==> config.mk <==
export PLATFORM = sky130hd
export DESIGN_NAME = bpsd_ctrl
export DESIGN_NICKNAME = d
export VERILOG_FILES = /design/src/design/assert_macros.svh /design/src/design/bpsd_pkg.sv /design/src/design/bpsd_ctrl.sv
export SDC_FILE = /design/constraint.sdc
export NUM_CORES = 1
export LEC_CHECK = 0
export BUFFER_PORTS_ARGS = -buffer_cell sky130_fd_sc_hd__buf_2
export CAP_MARGIN = 10
export CORE_AREA = 3 3 40 42
export DETAILED_ROUTE_END_ITERATION = 16
export DIE_AREA = 0 0 43 45
export HOLD_SLACK_MARGIN = 0.1
export PLACE_DENSITY = 0.59
export SKIP_CTS_REPAIR_TIMING = 1
export SLEW_MARGIN = 20
export SYNTH_ARGS = -nofsm -noshare
export SYNTH_HDL_FRONTEND = slang
export SYNTH_SLANG_ARGS = --single-unit
==> constraint.sdc <==
create_clock -name clk -period 1.56 [get_ports clk]
set_input_delay 0.39 -clock clk [delete_from_list [all_inputs] [get_ports clk]]
set_output_delay 0.39 -clock clk [all_outputs]
set_load 0.1 [all_outputs]
==> src/design/assert_macros.svh <==
// Assertion macros shared by the detector modules.
`ifndef ASSERT_MACROS_SVH
`define ASSERT_MACROS_SVH
`ifndef NO_ASSERTIONS
`define ASSERT_IMP(label, clk, rst_n, ante, cons) \
    label: assert property (@(posedge clk) disable iff (!rst_n) (ante) |-> (cons)) \
        else $error("assertion failed");
`define ASSERT_NXT(label, clk, rst_n, ante, cons) \
    label: assert property (@(posedge clk) disable iff (!rst_n) (ante) |=> (cons)) \
        else $error("assertion failed");
`else
`define ASSERT_IMP(label, clk, rst_n, ante, cons)
`define ASSERT_NXT(label, clk, rst_n, ante, cons)
`endif
`endif

==> src/design/bpsd_pkg.sv <==
// Shared types and constants of the breath phase slope detector.
`timescale 1ns / 1ps
package bpsd_pkg;

    localparam int TW    = 20;
    localparam int VW    = 16;
    localparam int QW    = 32;
    localparam int WLW   = 7;
    localparam int CFG_IW = 3;
    localparam int QBITS = 31;

    localparam logic [WLW-1:0] WINDOW_LEN_RST = 7'd8;
    localparam logic signed [QW-1:0] Q_MAX = 32'sh7FFF_FFFF;
    localparam logic signed [QW-1:0] Q_MIN = 32'sh8000_0000;

    typedef enum logic [CFG_IW-1:0] {
        CFG_WINDOW_LEN     = 3'd0,
        CFG_UP_SLOPE_MIN   = 3'd1,
        CFG_PEAK_RATIO_MAX = 3'd2,
        CFG_DOWN_SLOPE_MIN = 3'd3,
        CFG_DOWN_SLOPE_MAX = 3'd4
    } cfg_idx_t;

    typedef enum logic [1:0] {
        PH_REST   = 2'd0,
        PH_INHALE = 2'd1,
        PH_EXHALE = 2'd2
    } phase_t;

    typedef struct packed {
        logic [WLW-1:0]       window_len;
        logic signed [QW-1:0] up_slope_min;
        logic signed [QW-1:0] peak_ratio_max;
        logic signed [QW-1:0] down_slope_min;
        logic signed [QW-1:0] down_slope_max;
    } cfg_t;

    typedef struct packed {
        logic capture;
        logic rd_win;
        logic sq;
        logic fill;
        logic prod;
        logic diff;
        logic slope_go;
        logic slide;
        logic step;
        logic decide;
        logic out_load;
    } cmd_t;

    typedef struct packed {
        logic priming;
        logic div_busy;
        logic changed;
        logic out_free;
    } stat_t;

endpackage

==> src/design/bpsd_ctrl.sv <==
// Controller state machine that sequences one item through the datapath.
`timescale 1ns / 1ps
module bpsd_ctrl (
    input  logic            clk,
    input  logic            rst_n,
    input  logic            in_valid,
    output logic            in_ready,
    input  bpsd_pkg::stat_t st,
    output bpsd_pkg::cmd_t  cmd
);

    typedef enum logic [3:0] {
        S_IDLE,
        S_LOAD,
        S_FILL,
        S_PROD,
        S_DIFF,
        S_DIV,
        S_WDIV,
        S_SLIDE,
        S_STEP,
        S_WRAT,
        S_DECIDE,
        S_RDNEW,
        S_EMIT
    } state_t;

    state_t state_reg, state_next;
    logic   in_ready_reg;

    always_comb begin
        state_next = state_reg;
        cmd        = '0;
        unique case (state_reg)
            S_IDLE: begin
                cmd.capture = in_valid && in_ready_reg;
                if (cmd.capture) begin
                    state_next = S_LOAD;
                end
            end
            S_LOAD: begin
                cmd.rd_win = 1'b1;
                cmd.sq     = 1'b1;
                state_next = st.priming ? S_FILL : S_PROD;
            end
            S_FILL: begin
                cmd.fill   = 1'b1;
                state_next = S_IDLE;
            end
            S_PROD: begin
                cmd.prod   = 1'b1;
                state_next = S_DIFF;
            end
            S_DIFF: begin
                cmd.diff   = 1'b1;
                state_next = S_DIV;
            end
            S_DIV: begin
                cmd.slope_go = 1'b1;
                state_next   = S_WDIV;
            end
            S_WDIV: begin
                if (!st.div_busy) begin
                    state_next = S_SLIDE;
                end
            end
            S_SLIDE: begin
                cmd.slide  = 1'b1;
                state_next = S_STEP;
            end
            S_STEP: begin
                cmd.step   = 1'b1;
                state_next = S_WRAT;
            end
            S_WRAT: begin
                if (!st.div_busy) begin
                    state_next = S_DECIDE;
                end
            end
            S_DECIDE: begin
                cmd.decide = 1'b1;
                state_next = S_RDNEW;
            end
            S_RDNEW: begin
                cmd.rd_win = 1'b1;
                state_next = S_EMIT;
            end
            S_EMIT: begin
                priority if (!st.changed) begin
                    state_next = S_IDLE;
                end else if (st.out_free) begin
                    cmd.out_load = 1'b1;
                    state_next   = S_IDLE;
                end else begin
                    // The previous event item is still waiting to be taken.
                    state_next = S_EMIT;
                end
            end
            default: begin
                state_next = S_IDLE;
            end
        endcase
    end

    always_ff @(posedge clk or negedge rst_n) begin
        if (!rst_n) begin
            state_reg    <= S_IDLE;
            in_ready_reg <= 1'b1;
        end else begin
            state_reg    <= state_next;
            in_ready_reg <= state_next == S_IDLE;
        end
    end

    assign in_ready = in_ready_reg;

endmodule

# Word level (Yosys, flattened, before mapping)

Cells that the tools add are included.

Bits in registers: 5
Input bits: 7
Output and inout port bits: 12
Logic and storage cells: 38

Equal/unequal tests: 12
Mux-type cells: 20
Reductions and logical operators: 4

Operator list:

| cell                                                            | number |
|---|---|
| 4-bit one-hot mux with 12 select lines                          | 1 |
| 4-bit == test, second input constant                            | 5 |
| 4-bit two-way mux                                               | 5 |
| 4-bit by 3-bit == test with 1-bit output, second input constant | 4 |
| 1-bit two-way mux                                               | 14 |
| 4-bit by 2-bit == test with 1-bit output, second input constant | 2 |
| 4-bit zero test                                                 | 2 |
| 4-bit by 1-bit == test with 1-bit output, second input constant | 1 |
| 2-bit OR reduction                                              | 1 |
| 1-bit logical AND                                               | 1 |

# Depth between registers and ports, before layout

Gate-level depths: netlist of the first run.

Depth after elaboration: 4
Gate-level depth with buffers: 4
Mapped depth without buffers: 3

# Least setup slack after synthesis of the first run

OpenSTA, ideal clock, no wires.

Path type: flip-flop to output port
Start point: register in_ready_reg, in the netlist in_ready
End point: output cmd[10] in the netlist's numbering
Data arrival time: 3.813 ns
Data required time: 1.170 ns
Path slack: -2.643 ns
Cell stages (with the launch flop): 3
Buffers on the path: 0
Path through: dfstp_2 nand2_1 nor4_1

RTL lines:

| what                   | RTL line         | source |
|---|---|---|
| start, declared        | bpsd_ctrl.sv:29  | `logic in_ready_reg;` |
| start signal, assigned | bpsd_ctrl.sv:108 | `in_ready_reg <= 1'b1;` |
| start signal, assigned | bpsd_ctrl.sv:111 | `in_ready_reg <= state_next == S_IDLE;` |
| end, declared          | bpsd_ctrl.sv:9   | `output bpsd_pkg::cmd_t cmd` |

==> qor.yml, run 1 <==
cells_and_area:
  multi_input_area_um2: 415.4
  seqCellArea_um2: 133.9
  drive_gt1_share_pct: 70.11
  final_cells: 102
  largest_reg_flops: 4
  num-nets-final: 95
  design_area_mm2: 0.001031
  area_growth_pct: 159.1
  n_fill_cell: 72
  antenna_cells: 0
clocking:
  cts_sinks: 5
  path_clk_slew_ns: 0.05
  clk-insertion-delay-late_ns: 0.24
  htreeDepth: 1
  cts_buffers: 3
  clock_path_buffers: 2
  cts_tree: "built"
  cts_root_buf: "clkbuf_4"
die:
  die_x_um: 43
  rows: 13
  chipHeight_um: 45
  die_area_mm2: 0.001935
  initial_core_util_pct: 30.96
  coreArea_mm2: 0.001285
  io_pins: 19
timing:
  fin_crit_sh_pct: 117.2
  fin_worst_skew_ns: 0.002299
  hold_slack_ns: 0.4784
  setup_viol: 11
  min_period_ns: 1.828
  rsz0062_at_grt: "yes"
  fmax_mhz: 547.1
  hold_viol_final: 0
  slew_violations: 0
  timing.final.ws_setup_ns: -0.2679
  relSlewSlack_pct: 80.78
  tightest_slew_ns: 0.2843
grt:
  antenna_found_initial: 0
  grt_pass1_wl_mm: 2.401
  first_global_vias: 549
  grt_max_degree: 17
  grt_overflow: 0
  grt_use_total_pct: 17.02
detailed_routing:
  vias_per_cell: 5.157
  drt_wl_total_mm: 1.410
  drt_iter0_drc: 2
  drc: 0
  antenna_left: 0
  wl_per_cell_um: 13.82
  drtPass1Iterations: 2
  num_vias: 526
worst_hold_path:
  worstHoldPathType: "in -> async"
placed_design:
  dpl.hpwl_mm: 1.108
  io_buffers: 18
  placed_cells: 92
  placed_cell_area_um2: 943.4
  gp_congestion: 0.7522
synth:
  synth_top_family_by_area: "simple AND/OR/NAND/NOR gates"
  synth_mux_area_share_pct: 0
  synth_most_common_cell: "nor2_1"
  ys_seq_elements: 5
  synth_area_per_cell_um2: 7.652
  synth_common_cells: "9 x nor2_1, 4 x a21oi_1, 4 x buf_2, 4 x dfrtp_1, 4 x nand2b_1"
  synth_compound_area_share_pct: 21.07
  yosys_warnings: 0
  synth_flop_cell: "dfrtp_1"
  synth_xor_area_share_pct: 2.201
  synthCells: 52
  ys_async_sr_fraction_pct: 100.0
  synth_seq_area_share_pct: 31.76
  synthSimpleGateAreaFrac_pct: 38.99
  synth_nets: 59
  netlist_area_um2: 397.9
  yosys-top-cells-area: "dfrtp_1 25%, nor2_1 8.5%, dfstp_2 6.6%"
  yosysTopAreaCell: "dfrtp_1"
  synth_edf_count: 0
  synth.distinct_cells: 26
  synth_fa_ha_area_share_pct: 0
  yosysTopAreaCellShare_pct: 25.16
critical_path:
  rr_worst_depth: 4
  end_kind: "output pin"
  crit_fanout: 5
  required_ns: 1.17
  critPathLaunch: "state_reg[2]"
  critPathLaunchType: "register"
  arrival_ns: 1.44
  crit_type: "reg -> out"
  r2r_end: "state_reg[0]"
  endpoint: "cmd[10]"
  r2r_setup_slack_ns: 0.06
  r2r_start: "state_reg[1]"
outcome:
  violations: "negative setup slack"
  status: "finished with violations"
flow_run:
  cap_violations: 0
cell usage in the layout (no fill, tap or decap), types with 2 or more instances in the layout:
master and n:
buf_12 14, buf_4 12, nor2_4 6, buf_2 6
a21oi_1 3, nor2_1 3, clkbuf_4 3, dfrtp_2 3
nand2b_4 2, nor3_4 2, nand2_4 2, o21ai_0 2
buf_6 2
cells by family (layout without fill, tap and decap cells):
family,Yosys count,after routing
buffers and inverters,5,40
flip-flops,5,5
AND/OR/NAND/NOR,28,28
AO/OA/AOI/OAI,13,13
XOR/XNOR,1,1
final cells by class:
type	instances	share of cell area, %
timing repair buffer	35	41.99
multi-input combinational	42	40.29
sequential	5	12.99
clock buffer	4	2.549
tap	15	1.820
inverter	1	0.3641
through the flow:
| step | worst slack (ns) | utilization [%] | TNS (ns) |
|---|---|---|---|
| floorplan | -0.7481 | - | -2.613 |
| global placement | -0.03096 | 73.42 | -0.05841 |
| detailed placement | -0.05667 | 73.42 | -0.1203 |
| CTS | -0.3365 | 75.46 | -2.453 |
| global route | -0.3329 | 80.23 | -2.646 |
| finish | -0.2679 | 80.23 | -2.024 |
routing by layer:
layer  wire, µm  up-vias  global-route usage (%)
li1           -      257                       -
met5          0        -                       0
met4         19        0                   7.229
met1        503      254                   18.92
met2        822       13                   30.24
met3         64        2                   5.179
critical path, cell delays in order (launching register included):
cell and delay, ns:
dfrtp_2 0.42, or2_4 0.29, nor4_4 0.27, buf_12 0.21
worst min-delay path by stage:
| stage | start | to |
|---|---|---|
| after CTS | rst_n | state_reg[0] |
| after global placement | rst_n | state_reg[0] |
| after detailed placement | rst_n | state_reg[2] |
| after floorplan | rst_n | state_reg[0] |
| final | rst_n | state_reg[0] |
| after global routing | rst_n | state_reg[0] |
Power of run 1 is not shown: default switching activity piles up to over one toggle a cycle in this logic, so the estimate is an artifact.
==> inputs of run 2 (changes only) <==
--- a/config.mk
+++ b/config.mk
@@ -12,6 +12,7 @@
 export DIE_AREA = 0 0 43 45
 export HOLD_SLACK_MARGIN = 0.1
 export PLACE_DENSITY = 0.59
+export RECOVER_POWER = 25
 export SKIP_CTS_REPAIR_TIMING = 1
 export SLEW_MARGIN = 20
 export SYNTH_ARGS = -nofsm -noshare
==> run 2 against run 1 <==
The flow still finishes with violations (negative setup slack). Non-clock buffer count did not move. Critical path type unchanged. Worst hold slack improved by 0.037 ns. Routed wire length barely moved. Highest routed layer unchanged.
==> qor.yml, run 2 (synthesized netlist as in run 1, its figures left out) <==
cells_and_area:
  seqCellArea_um2: 133.9
  multi_input_area_um2: 415.4
  largest_reg_flops: 4
  antenna_cells: 0
  area_growth_pct: 158.8
  drive_gt1_share_pct: 68.97
  final_cell_mix: "14 x buf_12, 12 x buf_4, 6 x nor2_4"
  final_common_cell: "buf_12"
  n_fill_cell: 73
  num-nets-final: 95
timing:
  relSlewSlack_pct: 80.78
  slew_violations: 0
  fin_worst_skew_ns: 0.002299
  min_period_ns: 1.828
  setup_viol: 11
  rsz0062_at_grt: "yes"
  timing.final.ws_setup_ns: -0.2679
  setup_tns_ns: -2.024
  hold_slack_ns: 0.5159
  tightest_slew_ns: 0.2843
  fin_crit_sh_pct: 117.2
  fmax_mhz: 547.1
  hold_viol_final: 0
die:
  die_area_mm2: 0.001935
  die_x_um: 43
  chipHeight_um: 45
  initial_core_util_pct: 30.96
  rows: 13
  coreArea_mm2: 0.001285
  io_pins: 19
placed_design:
  gp_congestion: 0.7522
  io_buffers: 18
  post-place-ws_ns: -0.05667
  dpl.hpwl_mm: 1.108
detailed_routing:
  vias_per_cell: 5.157
  num_vias: 526
  route.met2.wl_um: 822
  antenna_left: 0
  routed.top_layer: "met4"
  drtPass1Iterations: 2
  drc: 0
  wl_per_cell_um: 13.83
  drt_iter0_drc: 2
  drt_wl_total_mm: 1.411
  met1_length_um: 504
  wl_met3_um: 64
outcome:
  violations: "negative setup slack"
  status: "finished with violations"
critical_path:
  critPathLaunchType: "register"
  cp_cell_sequence: "or2_4, nor4_4, buf_12"
  r2r_start: "state_reg[1]"
  cpPeakStageDelay_ns: 0.42
  path_buf_inv: 1
  end_kind: "output pin"
  crit_family: "simple AND/OR/NAND/NOR gates"
  crit_fanout: 5
  required_ns: 1.17
  crit_type: "reg -> out"
  arrival_ns: 1.44
  slowest_stage: "dfrtp_2"
  critPathLaunch: "state_reg[2]"
clocking:
  cts_buffers: 3
  cts_tree: "built"
  clock_path_buffers: 2
  path_clk_slew_ns: 0.05
  cts_sinks: 5
  cts_root_buf: "clkbuf_4"
  htreeDepth: 1
  clk-insertion-delay-late_ns: 0.24
flow_run:
  cap_violations: 0
grt:
  antenna_found_initial: 0
  grt_overflow: 0
  grt_pass1_wl_mm: 2.401
  grt_use_total_pct: 17.02
  first_global_vias: 549
  grt_max_degree: 17
worst_hold_path:
  worstHoldPathType: "in -> async"
[run 2: cell count changes in the layout (fill, tap and decap cells not counted)]
cell and change:
clkbuf_1 +1, buf_2 -1
[run 2: routing by layer]
metal | global-route usage [%] | vias up
li1 | - | 257
met2 | 30.24 | 13
met3 | 5.179 | 2
met5 | 0 | -
met1 | 18.92 | 254
met4 | 7.229 | 0
[run 2: final cells by class]
class                   instances  share of cell area, %
repair buffers                 35                  41.92
multi-input cells              42                  40.34
flip-flops and latches          5                  13.00
clock buffers                   4                  2.552
well taps                      15                  1.823
inverters                       1                 0.3645
[run 2: path summary, 6_finish.rpt]
kind,end,slack [ns],cells past startpoint
max,cmd[10],-0.27,3
max reg2reg,state_reg[0],0.06,4
min in group clk,in_ready,0.52,4
min,state_reg[0],0.52,2
max in group asynchronous,in_ready,0.77,2
min reg2reg,in_ready,0.67,2
[run 2: through the flow]
| step | utilization (%) | instances | area (µm²) |
|---|---|---|---|
| 2_1_floorplan | - | 52 | 595.6 |
| 3_3_place_gp | 73.42 | 92 | 943.4 |
| 3_5_place_dp | 73.42 | 92 | 943.4 |
| 4_1_cts | 75.46 | 96 | 969.7 |
| 5_1_grt | 80.14 | 102 | 1030 |
| 6_report | 80.14 | 102 | 1030 |
[run 2: worst register-to-register path, delay by kind of cell, from the launching register on]
kind	cells	cell delay, ns
compound gates	2	0.25
simple gates	1	0.52
buf+inv	1	0.19
flops	1	0.47
Power of run 2 is left out for the same reason.
==> inputs of run 3 (changes only) <==
--- a/config.mk
+++ b/config.mk
@@ -11,7 +11,7 @@
 export DETAILED_ROUTE_END_ITERATION = 16
 export DIE_AREA = 0 0 43 45
 export HOLD_SLACK_MARGIN = 0.1
-export PLACE_DENSITY = 0.59
+export PLACE_DENSITY_LB_ADDON = 0.12
 export RECOVER_POWER = 25
 export SKIP_CTS_REPAIR_TIMING = 1
 export SLEW_MARGIN = 20
==> run 3 against run 2 <==
Critical path depth rose by 1. Final area rose by 2.9%. Fmax rose by 0.42%. Core utilization rose by 2.3 points. Non-clock buffer count rose by 1. Die area did not move. Clock skew rose by 0.0043 ns. Cell count rose by 0.98%. Count of clock-buffer cells in the layout fell by 1. Register-to-register slack got worse by 0.09 ns. Worst setup slack improved by 0.0077 ns. The run still ends with negative setup slack left. Critical path type unchanged. Routed wire length fell by 4.0%.
==> qor.yml, run 3 (synthesized netlist as in run 1, its figures left out) <==
placed_design:
  dpl.hpwl_um: 938.4
  placed_cell_area_um2: 920.9
  gp_congestion: 0.7281
  io_buffers: 18
critical_path:
  crit_fanout: 4
  arrival_ns: 1.43
  end_kind: "output pin"
  critPathLaunchType: "register"
  required_ns: 1.17
  crit_type: "reg -> out"
grt:
  grt_pass1_wl_mm: 2.021
  grt_overflow: 0
  antenna_found_initial: 0
  grt_max_degree: 17
  grt_use_total_pct: 13.83
  first_global_vias: 487
clocking:
  cts_tree: "built"
  clock_path_buffers: 2
  clk-insertion-delay-late_ns: 0.25
  cts_buffers: 3
  cts_sinks: 5
  path_clk_slew_ns: 0.05
  cts_root_buf: "clkbuf_4"
  htreeDepth: 1
flow_run:
  cap_violations: 0
die:
  coreArea_mm2: 0.001285
  rows: 13
  initial_core_util_pct: 30.96
  die_x_um: 43
  die_area_mm2: 0.001935
  io_pins: 19
  chipHeight_um: 45
cells_and_area:
  antenna_cells: 0
  final_cell_mix: "14 x buf_12, 11 x buf_4, 6 x nor2_4"
  largest_reg_flops: 4
  drive_gt1_share_pct: 69.32
  multi_input_area_um2: 425.4
  n_fill_cell: 67
  design_area_mm2: 0.001060
  final_common_cell: "buf_12"
  seqCellArea_um2: 133.9
  area_growth_pct: 166.4
  num-nets-final: 96
detailed_routing:
  drc: 0
  antenna_left: 0
  drt_iter0_drc: 22
  wl_per_cell_um: 13.16
  drt_wl_total_mm: 1.355
  drtPass1Iterations: 4
  vias_per_cell: 5.175
  num_vias: 533
timing:
  fin_worst_skew_ns: 0.006630
  tightest_slew_ns: 0.2652
  rsz0062_at_grt: "yes"
  timing.final.ws_setup_ns: -0.2602
  relSlewSlack_pct: 82.07
  min_period_ns: 1.820
  hold_viol_final: 0
  slew_violations: 0
  fmax_mhz: 549.4
  fin_crit_sh_pct: 116.7
  setup_viol: 12
outcome:
  violations: "negative setup slack"
  status: "finished with violations"
worst_hold_path:
  worstHoldPathType: "in -> reg"
==> run 3: cell count changes in the layout (fill, tap and decap cells not counted), sizes merged <==
cell / delta
clkinv: +1
clkbuf: -1
buf: +1
==> run 3: path summary, 6_finish.rpt <==
| path | start | endpoint | slack (ns) | cells after the start |
|---|---|---|---|---|
| min in group asynchronous | rst_n | state_reg[0] | 0.52 | 2 |
| worst max-delay path | state_reg[3] | cmd[9] | -0.26 | 4 |
| worst min-delay path | in_valid | in_ready | 0.48 | 4 |
| worst min register to register | state_reg[2] | in_ready | 0.65 | 2 |
| worst max register to register | state_reg[1] | state_reg[0] | -0.03 | 5 |
| max in group asynchronous | rst_n | in_ready | 0.77 | 2 |
==> run 3: area by class of cell <==
type / count / area share, %
inverters: 1 / 0.3542
clock buffers: 3 / 2.125
flip-flops and latches: 5 / 12.63
multi-input cells: 42 / 40.14
repair buffers: 36 / 42.50
well taps: 15 / 1.771
clock inverters: 1 / 0.4723
==> run 3: metrics by stage <==
step / util [%] / worst slack [ns] / hold WS, ns / setup TNS [ns] / cells
2_1_floorplan: - / -0.7481 / 0.09441 / -2.613 / 52
3_3_place_gp: 71.67 / -0.03388 / 0.2091 / -0.03388 / 89
3_5_place_dp: 71.67 / -0.04725 / 0.2105 / -0.05540 / 89
4_1_cts: 73.81 / -0.3226 / -0.05397 / -2.508 / 93
5_1_grt: 82.47 / -0.3097 / 0.4981 / -2.659 / 103
6_report: 82.47 / -0.2602 / 0.4837 / -2.186 / 103
==> run 3: routing by layer <==
layer | global-route usage (%) | part of all wire [%]
met5 | 0 | 0
met4 | 5.422 | 0
met3 | 2.789 | 4.4
met2 | 24.85 | 53
met1 | 16.22 | 43
==> run 3: worst max-delay path, stage by stage, from the launching register on <==
cell     delay (ns)
dfrtp_2        0.42
buf_4          0.16
xor2_2         0.18
nor3b_4        0.22
buf_12         0.20
Power of run 3 is left out for the same reason.
